File: config.mk
export PLATFORM = sky130hd
export DESIGN_NAME = rgb_to_hsl_top
export DESIGN_NICKNAME = d
export VERILOG_FILES = /design/src/sv/rth_pkg.sv /design/src/sv/rth_front.sv /design/src/sv/rth_cell.sv /design/src/sv/rth_obuf.sv /design/src/sv/rgb_to_hsl_top.sv
export SDC_FILE = /design/constraint.sdc
export NUM_CORES = 2
export LEC_CHECK = 0
export ABC_AREA = 1
export BUFFER_PORTS_ARGS = -buffer_cell sky130_fd_sc_hd__buf_4
export CELL_PAD_IN_SITES_DETAIL_PLACEMENT = 1
export CELL_PAD_IN_SITES_GLOBAL_PLACEMENT = 2
export CORE_AREA = 2 2 344 346
export DETAILED_ROUTE_END_ITERATION = 10
export DIE_AREA = 0 0 346 348
export HOLD_SLACK_MARGIN = 0.08
export PLACE_DENSITY_LB_ADDON = 0.1
export RECOVER_POWER = 50
export SYNTH_ARGS = -nofsm -noshare
export SYNTH_HDL_FRONTEND = slang
export SYNTH_SLANG_ARGS = --single-unit
File: constraint.sdc
create_clock -name clock -period 53.9 [get_ports clock]
set_input_delay 8.085 -clock clock [delete_from_list [all_inputs] [get_ports clock]]
set_output_delay 8.085 -clock clock [all_outputs]
set_load 0.05 [all_outputs]
File: src/sv/rth_pkg.sv
package rth_pkg;

   // channel and fraction formats of the pixel fields
   localparam int CHANNEL_BITS  = 8;
   localparam int FRACTION_BITS = 16;

   localparam int SUM_BITS = CHANNEL_BITS + 1;
   // hue numerator and 6*delta need three more bits than a channel
   localparam int NUM_BITS = CHANNEL_BITS + 3;

   localparam logic [SUM_BITS-1:0] CH_MAX     = SUM_BITS'((1 << CHANNEL_BITS) - 1);
   localparam logic [SUM_BITS-1:0] TWO_CH_MAX = SUM_BITS'(2 * ((1 << CHANNEL_BITS) - 1));

   typedef struct packed {
      logic [CHANNEL_BITS-1:0] red;
      logic [CHANNEL_BITS-1:0] green;
      logic [CHANNEL_BITS-1:0] blue;
   } req_type;

   typedef struct packed {
      logic [FRACTION_BITS-1:0] hue;
      logic [FRACTION_BITS-1:0] saturation;
      logic [SUM_BITS-1:0]      lightness_sum;
   } rsp_type;

   // state carried from cell to cell along the divider chain
   typedef struct packed {
      logic                     valid;
      logic                     gray;
      logic [SUM_BITS-1:0]      sum;
      logic [NUM_BITS-1:0]      hue_rem;
      logic [NUM_BITS-1:0]      hue_div;
      logic [FRACTION_BITS-1:0] hue_quo;
      logic [CHANNEL_BITS-1:0]  sat_rem;
      logic [CHANNEL_BITS-1:0]  sat_div;
      logic [FRACTION_BITS-1:0] sat_bits;
      logic [FRACTION_BITS-1:0] sat_quo;
   } stage_type;

endpackage

File: src/sv/rth_front.sv
module rth_front (
   input  logic               clock,
   input  logic               reset,
   input  logic               enable,
   input  logic               in_valid,
   input  rth_pkg::req_type   in_data,
   output rth_pkg::stage_type out_ff
);

   localparam int CB = rth_pkg::CHANNEL_BITS;
   localparam int FB = rth_pkg::FRACTION_BITS;
   localparam int NB = rth_pkg::NUM_BITS;
   localparam int SB = rth_pkg::SUM_BITS;

   logic [CB-1:0]    hi, lo, delta;
   logic [SB-1:0]    sum;
   logic [CB-1:0]    den;
   logic [NB-1:0]    d_ext, r_ext, g_ext, b_ext, six_delta, num;
   logic [CB+FB-1:0] sat_n;
   rth_pkg::stage_type out_in;

   always_comb begin
      hi = in_data.red;
      lo = in_data.red;
      if (in_data.green > hi) hi = in_data.green;
      if (in_data.blue > hi)  hi = in_data.blue;
      if (in_data.green < lo) lo = in_data.green;
      if (in_data.blue < lo)  lo = in_data.blue;
      delta = hi - lo;
      sum   = {1'b0, hi} + {1'b0, lo};

      if (sum < rth_pkg::CH_MAX) begin
         den = sum[CB-1:0];
      end else begin
         den = CB'(rth_pkg::TWO_CH_MAX - sum);
      end

      d_ext     = NB'(delta);
      r_ext     = NB'(in_data.red);
      g_ext     = NB'(in_data.green);
      b_ext     = NB'(in_data.blue);
      six_delta = (d_ext << 2) + (d_ext << 1);

      // sector numerator, ties go to red then green
      if (in_data.red == hi) begin
         if (in_data.green >= in_data.blue) begin
            num = g_ext - b_ext;
         end else begin
            num = six_delta - (b_ext - g_ext);
         end
      end else if (in_data.green == hi) begin
         num = (d_ext << 1) + b_ext - r_ext;
      end else begin
         num = (d_ext << 2) + r_ext - g_ext;
      end

      // (2^FB - 1) * delta, upper part is the first partial remainder
      sat_n = {delta, {FB{1'b0}}} - {{FB{1'b0}}, delta};

      out_in.valid    = in_valid;
      out_in.gray     = (delta == '0);
      out_in.sum      = sum;
      out_in.hue_rem  = num;
      out_in.hue_div  = six_delta;
      out_in.hue_quo  = '0;
      out_in.sat_rem  = sat_n[CB+FB-1:FB];
      out_in.sat_div  = den;
      out_in.sat_bits = sat_n[FB-1:0];
      out_in.sat_quo  = '0;
   end

   always_ff @(posedge clock) begin
      if (reset) begin
         out_ff.valid <= 1'b0;
      end else if (enable) begin
         out_ff.valid <= out_in.valid;
      end
      if (enable) begin
         out_ff.gray     <= out_in.gray;
         out_ff.sum      <= out_in.sum;
         out_ff.hue_rem  <= out_in.hue_rem;
         out_ff.hue_div  <= out_in.hue_div;
         out_ff.hue_quo  <= out_in.hue_quo;
         out_ff.sat_rem  <= out_in.sat_rem;
         out_ff.sat_div  <= out_in.sat_div;
         out_ff.sat_bits <= out_in.sat_bits;
         out_ff.sat_quo  <= out_in.sat_quo;
      end
   end

endmodule

File: src/sv/rth_cell.sv
module rth_cell (
   input  logic               clock,
   input  logic               reset,
   input  logic               enable,
   input  rth_pkg::stage_type in_stage,
   output rth_pkg::stage_type out_ff
);

   localparam int CB = rth_pkg::CHANNEL_BITS;
   localparam int FB = rth_pkg::FRACTION_BITS;
   localparam int NB = rth_pkg::NUM_BITS;

   logic [NB:0] hue_sh, hue_diff;
   logic [CB:0] sat_sh, sat_diff;
   logic        hue_hit, sat_hit;
   rth_pkg::stage_type out_in;

   // one restoring step for each of the two quotients
   always_comb begin
      hue_sh   = {in_stage.hue_rem, 1'b0};
      hue_diff = hue_sh - {1'b0, in_stage.hue_div};
      hue_hit  = (hue_sh >= {1'b0, in_stage.hue_div});

      sat_sh   = {in_stage.sat_rem, in_stage.sat_bits[FB-1]};
      sat_diff = sat_sh - {1'b0, in_stage.sat_div};
      sat_hit  = (sat_sh >= {1'b0, in_stage.sat_div});

      out_in          = in_stage;
      out_in.hue_rem  = hue_hit ? hue_diff[NB-1:0] : hue_sh[NB-1:0];
      out_in.hue_quo  = {in_stage.hue_quo[FB-2:0], hue_hit};
      out_in.sat_rem  = sat_hit ? sat_diff[CB-1:0] : sat_sh[CB-1:0];
      out_in.sat_bits = {in_stage.sat_bits[FB-2:0], 1'b0};
      out_in.sat_quo  = {in_stage.sat_quo[FB-2:0], sat_hit};
   end

   always_ff @(posedge clock) begin
      if (reset) begin
         out_ff.valid <= 1'b0;
      end else if (enable) begin
         out_ff.valid <= out_in.valid;
      end
      if (enable) begin
         out_ff.gray     <= out_in.gray;
         out_ff.sum      <= out_in.sum;
         out_ff.hue_rem  <= out_in.hue_rem;
         out_ff.hue_div  <= out_in.hue_div;
         out_ff.hue_quo  <= out_in.hue_quo;
         out_ff.sat_rem  <= out_in.sat_rem;
         out_ff.sat_div  <= out_in.sat_div;
         out_ff.sat_bits <= out_in.sat_bits;
         out_ff.sat_quo  <= out_in.sat_quo;
      end
   end

endmodule

File: src/sv/rth_obuf.sv
module rth_obuf (
   input  logic             clock,
   input  logic             reset,
   output logic             space,
   input  logic             push_valid,
   input  rth_pkg::rsp_type push_data,
   output logic             rsp_valid,
   input  logic             rsp_ready,
   output rth_pkg::rsp_type rsp_data
);

   localparam int          DEPTH = 2;
   localparam logic [1:0]  FULL  = 2'(DEPTH);

   rth_pkg::rsp_type mem_ff [DEPTH];
   logic       wr_ptr_ff, wr_ptr_in;
   logic       rd_ptr_ff, rd_ptr_in;
   logic [1:0] count_ff, count_in;
   logic       push, pop;

   assign space     = (count_ff != FULL);
   assign rsp_valid = (count_ff != 2'd0);
   assign rsp_data  = mem_ff[rd_ptr_ff];
   assign push      = push_valid && space;
   assign pop       = rsp_valid && rsp_ready;

   always_comb begin
      wr_ptr_in = push ? ~wr_ptr_ff : wr_ptr_ff;
      rd_ptr_in = pop  ? ~rd_ptr_ff : rd_ptr_ff;
      count_in  = count_ff + 2'(push) - 2'(pop);
   end

   always_ff @(posedge clock) begin
      if (reset) begin
         wr_ptr_ff <= 1'b0;
         rd_ptr_ff <= 1'b0;
         count_ff  <= 2'd0;
      end else begin
         wr_ptr_ff <= wr_ptr_in;
         rd_ptr_ff <= rd_ptr_in;
         count_ff  <= count_in;
      end
   end

   always_ff @(posedge clock) begin
      if (push) begin
         mem_ff[wr_ptr_ff] <= push_data;
      end
   end

endmodule

File: src/sv/rgb_to_hsl_top.sv
// rgb to hsl pixel converter
//
// req channel: one transaction carries one pixel (red, green, blue), each an
// unsigned 8-bit value v standing for v/255. rsp channel: one transaction per
// pixel, in order, carrying hue (fraction of a turn, /65536), saturation
// (/65535) and lightness_sum (max+min, lightness = value/510). both channels
// use valid/ready; a transaction happens when both are high at a clock edge.
//
// path: a req transaction passes one front stage that finds max, min, sector
// numerator and denominator, then a chain of 16 divider cells, each resolving
// one bit of hue and one bit of saturation, then the output buffer that
// drives rsp_valid. throughput: one pixel per cycle while the output buffer
// has space; the cell chain takes a new pixel every clock unless frozen.
//
// reset (synchronous, active high) empties the chain and the output buffer.
// stall: a two-entry output buffer sits after the chain; while it holds a
// single unread result the chain keeps moving and req_ready stays high. only
// when both entries wait does the whole chain freeze and req_ready drop.
// req_ready depends on registered state only.
module rgb_to_hsl_top (
   input  logic             clock,
   input  logic             reset,
   input  logic             req_valid,
   output logic             req_ready,
   input  rth_pkg::req_type req_data,
   output logic             rsp_valid,
   input  logic             rsp_ready,
   output rth_pkg::rsp_type rsp_data
);

   localparam int FB = rth_pkg::FRACTION_BITS;

   rth_pkg::stage_type chain [FB+1];
   rth_pkg::rsp_type   result;
   logic               advance;

   // front stage: extremes, numerators, divisors
   rth_front u_front (
      .clock    (clock),
      .reset    (reset),
      .enable   (advance),
      .in_valid (req_valid),
      .in_data  (req_data),
      .out_ff   (chain[0])
   );

   // one quotient bit per cell for both divisions
   genvar i;
   generate
      for (i = 0; i < FB; i++) begin : g_cell
         rth_cell u_cell (
            .clock    (clock),
            .reset    (reset),
            .enable   (advance),
            .in_stage (chain[i]),
            .out_ff   (chain[i+1])
         );
      end
   endgenerate

   // gray pixels have no hue or saturation
   always_comb begin
      result.hue           = chain[FB].gray ? '0 : chain[FB].hue_quo;
      result.saturation    = chain[FB].gray ? '0 : chain[FB].sat_quo;
      result.lightness_sum = chain[FB].sum;
   end

   rth_obuf u_obuf (
      .clock      (clock),
      .reset      (reset),
      .space      (advance),
      .push_valid (chain[FB].valid),
      .push_data  (result),
      .rsp_valid  (rsp_valid),
      .rsp_ready  (rsp_ready),
      .rsp_data   (rsp_data)
   );

   assign req_ready = advance;

`ifndef NO_ASSERTIONS
   // partial remainders stay below their divisors for colored pixels
   a_front_rem: assert property (@(posedge clock) disable iff (reset)
      chain[0].valid && !chain[0].gray |->
         chain[0].hue_rem < chain[0].hue_div && chain[0].sat_rem < chain[0].sat_div)
      else $error("front stage remainder not below divisor");

   a_last_rem: assert property (@(posedge clock) disable iff (reset)
      chain[FB].valid && !chain[FB].gray |->
         chain[FB].hue_rem < chain[FB].hue_div && chain[FB].sat_rem < chain[FB].sat_div)
      else $error("last cell remainder not below divisor");

   // a frozen chain keeps its last stage
   a_hold: assert property (@(posedge clock) disable iff (reset)
      !advance |=> $stable(chain[FB]))
      else $error("chain moved while output buffer full");

   // accepted pixel shows up at the head of the chain
   a_enter: assert property (@(posedge clock) disable iff (reset)
      req_valid && req_ready |=> chain[0].valid)
      else $error("accepted pixel lost at front stage");
`endif

endmodule
Word-level counts from Yosys, hierarchy flattened --
Memory sizes are Yosys's and may differ from the RTL's. A register that Yosys moved wholly into a read port is not among the register bits. Index checks and enable logic that the tools add are counted.
Word-level totals: register bits after elaboration 1207, latch bits 0, bits in writable memories 82, ROM bits 0, output and inout bits 43, memories kept 1
Memories:
- u_obuf.mem_ff | words 2, bits a word 41, read ports 1, clocked after Yosys merged registers in 1, wr ports 1, line rth_obuf.sv:15 | rth_pkg::rsp_type mem_ff [DEPTH];
Operators by class: $add $sub $neg 44, multiply operators 0, div/mod/pow operators 0, order comparisons 38, eq/ne operators 3, shift-type cells 0, muxes and demuxes 44, bitwise operators 2, reduce and logical (&&, ||, !) cells 4
Operators by type and width (count):
- $mux 11 | 18
- $ge 12x11->1 | 16
- $sub 11x11->11 | 16
- $mux 8 | 20
- $ge 9x8->1 | 16
- $sub 8x8->8 | 16
- $mux 16 | 2
- $sub 24x8->24 | 1
- $sub 11x8->11 | 2
- $sub 8x8->9 | 2
- $eq 8x8->1 | 2
- $gt 8x8->1 | 2
- $lt 8x8->1 | 2
- $add 10x8->11 | 1
- $add 10x9->11 | 1
- $add 9x8->10 | 1
- $add 8x8->9 | 1
- $lt 9x8->1 const B | 1
- $ge 8x8->1 | 1
- $logic_not 8->1 | 1
- $sub 8x8->8 const A | 1
- $mux 1 | 4
- $add 2x1->2 | 1
- $logic_and 1x1->1 | 2
- other kinds (4) | 5

Longest topological paths before layout --
depth in word-level cells 9, gate-level depth with buffers 47, mapped depth without buffers 47

Cells and area by module --
Synthesis repeated with hierarchy kept, for this count alone.
Unflattened totals: cell total of the unflattened synthesis 7005, area, all modules 80160.6 µm²
Modules (own cells, without submodules):
- rth_cell at g_cell[13].u_cell ... | instances 9, cells each 364, area an instance 4314.1 µm², seq. area each 2872.8 µm²
- rth_cell at g_cell[0].u_cell ... | instances 7, cells each 361, area an instance 4279.1 µm², seq. area each 2872.8 µm²
- rth_front | instances 1, cells each 970, area an instance 7696.1 µm², seq. area each 1761.7 µm²
- rth_obuf | instances 1, cells each 165, area an instance 3409.5 µm², seq. area each 2562.5 µm²
- rgb_to_hsl_top | instances 1, cells each 67, area an instance 274.0 µm², seq. area each 0.0 µm²

Worst setup path after synthesis --
Ideal clock, no wire load.
kind reg2out, start register u_obuf.count_ff[1], end output req_ready, data arrival time 30.408 ns, setup slack 15.407 ns, stages on the path, launching flop included 5, path through dfxtp_1 > inv_1 > nor2_1 > clkinv_1 > clkbuf_1
Between the ends: word-level cells in the longest chain between the ends 1
Ends and longest elaborated chain:
- from (decl) | line rth_obuf.sv:18 | logic [1:0] count_ff, count_in;
- from (signal assigned) | line rth_obuf.sv:41 | count_ff <= count_in;
- $ne 2x2->1 | line rth_obuf.sv:21 | assign space = (count_ff != FULL);
- to (decl) | line rgb_to_hsl_top.sv:24 | output logic req_ready,
Every way passes these cells.

==> metrics <==
Routed WL between 100,000 and 150,000 um; largest net degree at the start of global routing just over 200; most used cell along the critical path inv_1; Post-CTS Hold Buffers 0; Die Wd roughly 350 um; Synth Area in XOR/XNOR 4.020%; worst slew pin tran about 10 ns; failing checks capacitance limit, slew limit; total CTS buffers around 120; Final HPWL DP ~81,000 um; CTS tree built; grt peak-use layer met2; vias in the first global route 34.07k; Post-Syn Nets 4,972; WP data arrival between 15 and 20 ns; Min Clock Period, post-route between 15 and 20 ns; gpl congestion ~0.84; Final Util about 53%; EDFF count, synth ~1.2k; Synth Flop Type edfxtp_1; Post-Syn Area between 0.05 and 0.06 mm^2; Max Root-Sink Buffers 3; initial drt markers between 1.5k and 2k; Seq cells post-synth about 1.2k; DRC 0; Resize count post-CTS 0; layout cell share with drive strength beyond 1 ~8.6%; placed instance area between 0.05 and 0.06 mm^2; DR WL/cell approximately 18 um; die footprint 0.1204 mm^2; Via-to-Cell Ratio slightly above 5; Initial Utilization a little under half; Final Hold Viols 0; most frequent cells after synthesis edfxtp_1, inv_1, nand2_1; cell taking the most area after synthesis edfxtp_1; Avg Cell Area, Syn approximately 12 um^2; All-Layer GR Usage 18.64%; largest family of logic cells by synthesized area adder cells; routed vias 31.87k; crit path kind in2reg; global routing usage on met3 2.739%; Layout area overhead 11.61%; area of the core 0.1170 mm^2; critical path fanouts, max 25; Port-buffer cells 70; fin area just over 0.06 mm^2; most frequent cell after synthesis edfxtp_1; number of antenna violations at the first check in global routing 1; Slew HR -577.8%; Synth top area share 62.99%; crit path buf inv count 7; Worst path slowest cell xnor2_1; synth unique cells 63; FFs w/ async S/R, synth 0%; max-slew violations 433; Max-Cap Viols 4; HP Class reg2reg; Site Rows 126; synthesized-area fraction occupied by adder cells a little over a tenth; mux contribution to synthesized area less than 1%; Setup crit end kind register; H-tree Lvls 3; first-pass GRT wire length between 150,000 and 200,000 um; ANT cells 0; unrepaired setup endpoints after global routing false; die height 348 um; Compound-Gate Fraction of Synth Area ~7.5%; Setup violations, final 0; Yosys warning total 0; CP required between 50 and 60 ns; Worst Skew just under 0.07 ns; CP top delay family compound AO/OA/AOI/OAI gates; routing usage on met1 roughly 23%; Setup Buffers After CTS 0; post-route setup TNS 0 ns; root buf cell clkbuf_16; router iterations before antenna repair 6; post-layout net count a little over 5k; synthesized instance count approximately 4.5k; Routed Antenna Nets 0; Clk pin slew, worst setup/hold paths ~0.060 ns; simple-gate share of the synthesized area 8.670%; met2 Resource Use GR 34.30%; crit-path max cell delay about 0.79 ns; sequential area share after synthesis 63.78%; Synth area leaders edfxtp_1, ha_1, inv_1; clk_lat worst skew roughly 0.74 ns; Clock Sinks roughly 1.2k; status complete, but fails checks; grt ovf 0; CP Launch Type input pin; Final Cycle Share about 28%; fmax around 66 MHz; I/O pins slightly above 70
layout by cell type (no fill, tap or decap), types with 10 or more instances in the layout:
cell type   Yosys  routed
a211oi_1       17      17
a21o_1         25      25
a21oi_1       374     374
and2_1         10      10
buf_4           4      81
bufinv_16       0      17
clkbuf_1       20      22
clkbuf_16       0     121
clkinv_1        2      17
clkinv_2        0      24
clkinvlp_4      0      15
dfxtp_1        22      21
edfxtp_1     1170    1170
fa_1           45      45
ha_1          400     400
inv_1         604     604
inv_2          12      12
mux2_2         41      41
nand2_1       569     569
nand2_2        34      34
nand3_1       110     110
nand3_2        10      10
nand4_1        29      29
nor2_1        302     301
nor3_1         30      30
o21ai_0       241     242
o21ai_1        29      28
o21bai_1       26      26
xnor2_1        95      95
xor2_1        161     161
sequential cells by signal (all words and copies together) (netlist names), named ones only:
| name | flops |
|---|---|
| u_obuf.mem_ff | 82 |
| g_cell.u_cell.out_ff | 1046 |
| u_front.out_ff | 59 |
| u_obuf.wr_ptr_ff | 1 |
| u_obuf.rd_ptr_ff | 1 |
| u_obuf.count_ff | 2 |
kinds of logic (layout without fill, tap and decap cells):
group | after synthesis | in the layout
compound gates | 762 | 762
xor+xnor | 256 | 256
fa+ha+maj | 445 | 445
buf+inv | 672 | 932
flops | 1192 | 1192
mux | 41 | 41
simple gates | 1131 | 1131
routing by layer:
layer / vias to the layer above / wire, um
met5: - / 13
met4: 2 / 1854
met3: 128 / 2993
met2: 274 / 57070
met1: 15480 / 48320
li1: 15990 / -
worst paths after layout:
check / slack (ns) / endpoint / startpoint / depth (start not counted)
max: 38.74 / u_front.out_ff[84] / req_data[9] / 37
max reg2reg: 40.87 / g_cell[3].u_cell.out_ff[81] / u_obuf.count_ff[1] / 8
min: 0.39 / g_cell[11].u_cell.out_ff[92] / g_cell[10].u_cell.out_ff[92] / 0
min reg2reg: 0.39 / g_cell[11].u_cell.out_ff[92] / g_cell[10].u_cell.out_ff[92] / 0
area by class of cell:
type	count	area (um^2)
sequential	1192	35580
tap	1536	1922
multi-input combinational	2635	17620
clock inverter	82	994.7
clock buffer	144	3174
timing repair buffer	87	646.9
inverter	619	2327
fill	11970	54720
metrics by stage:
| step | cells | hold slack (ns) | setup slack, ns |
|---|---|---|---|
| after floorplan | 4499 | 0.4003 | 15.41 |
| after global placement | 6069 | 0.4003 | 38.27 |
| after detailed placement | 6069 | 0.4052 | 37.99 |
| after CTS | 6295 | 0.3904 | 38.76 |
| after global routing | 6295 | 0.3999 | 37.94 |
| final | 6295 | 0.3923 | 38.74 |
worst reg2reg max path: stages (launching register included):
cell and delay, ns:
dfxtp_1 0.32, inv_1 0.08, nor2_1 0.04, clkbuf_1 0.34, clkinvlp_2 1.24, clkbuf_1 7.13, buf_4 1.65, buf_4 0.87
buf_12 0.79
Power is not shown: default switching activity piles up to over one toggle a cycle in this logic, so the estimate is an artifact.
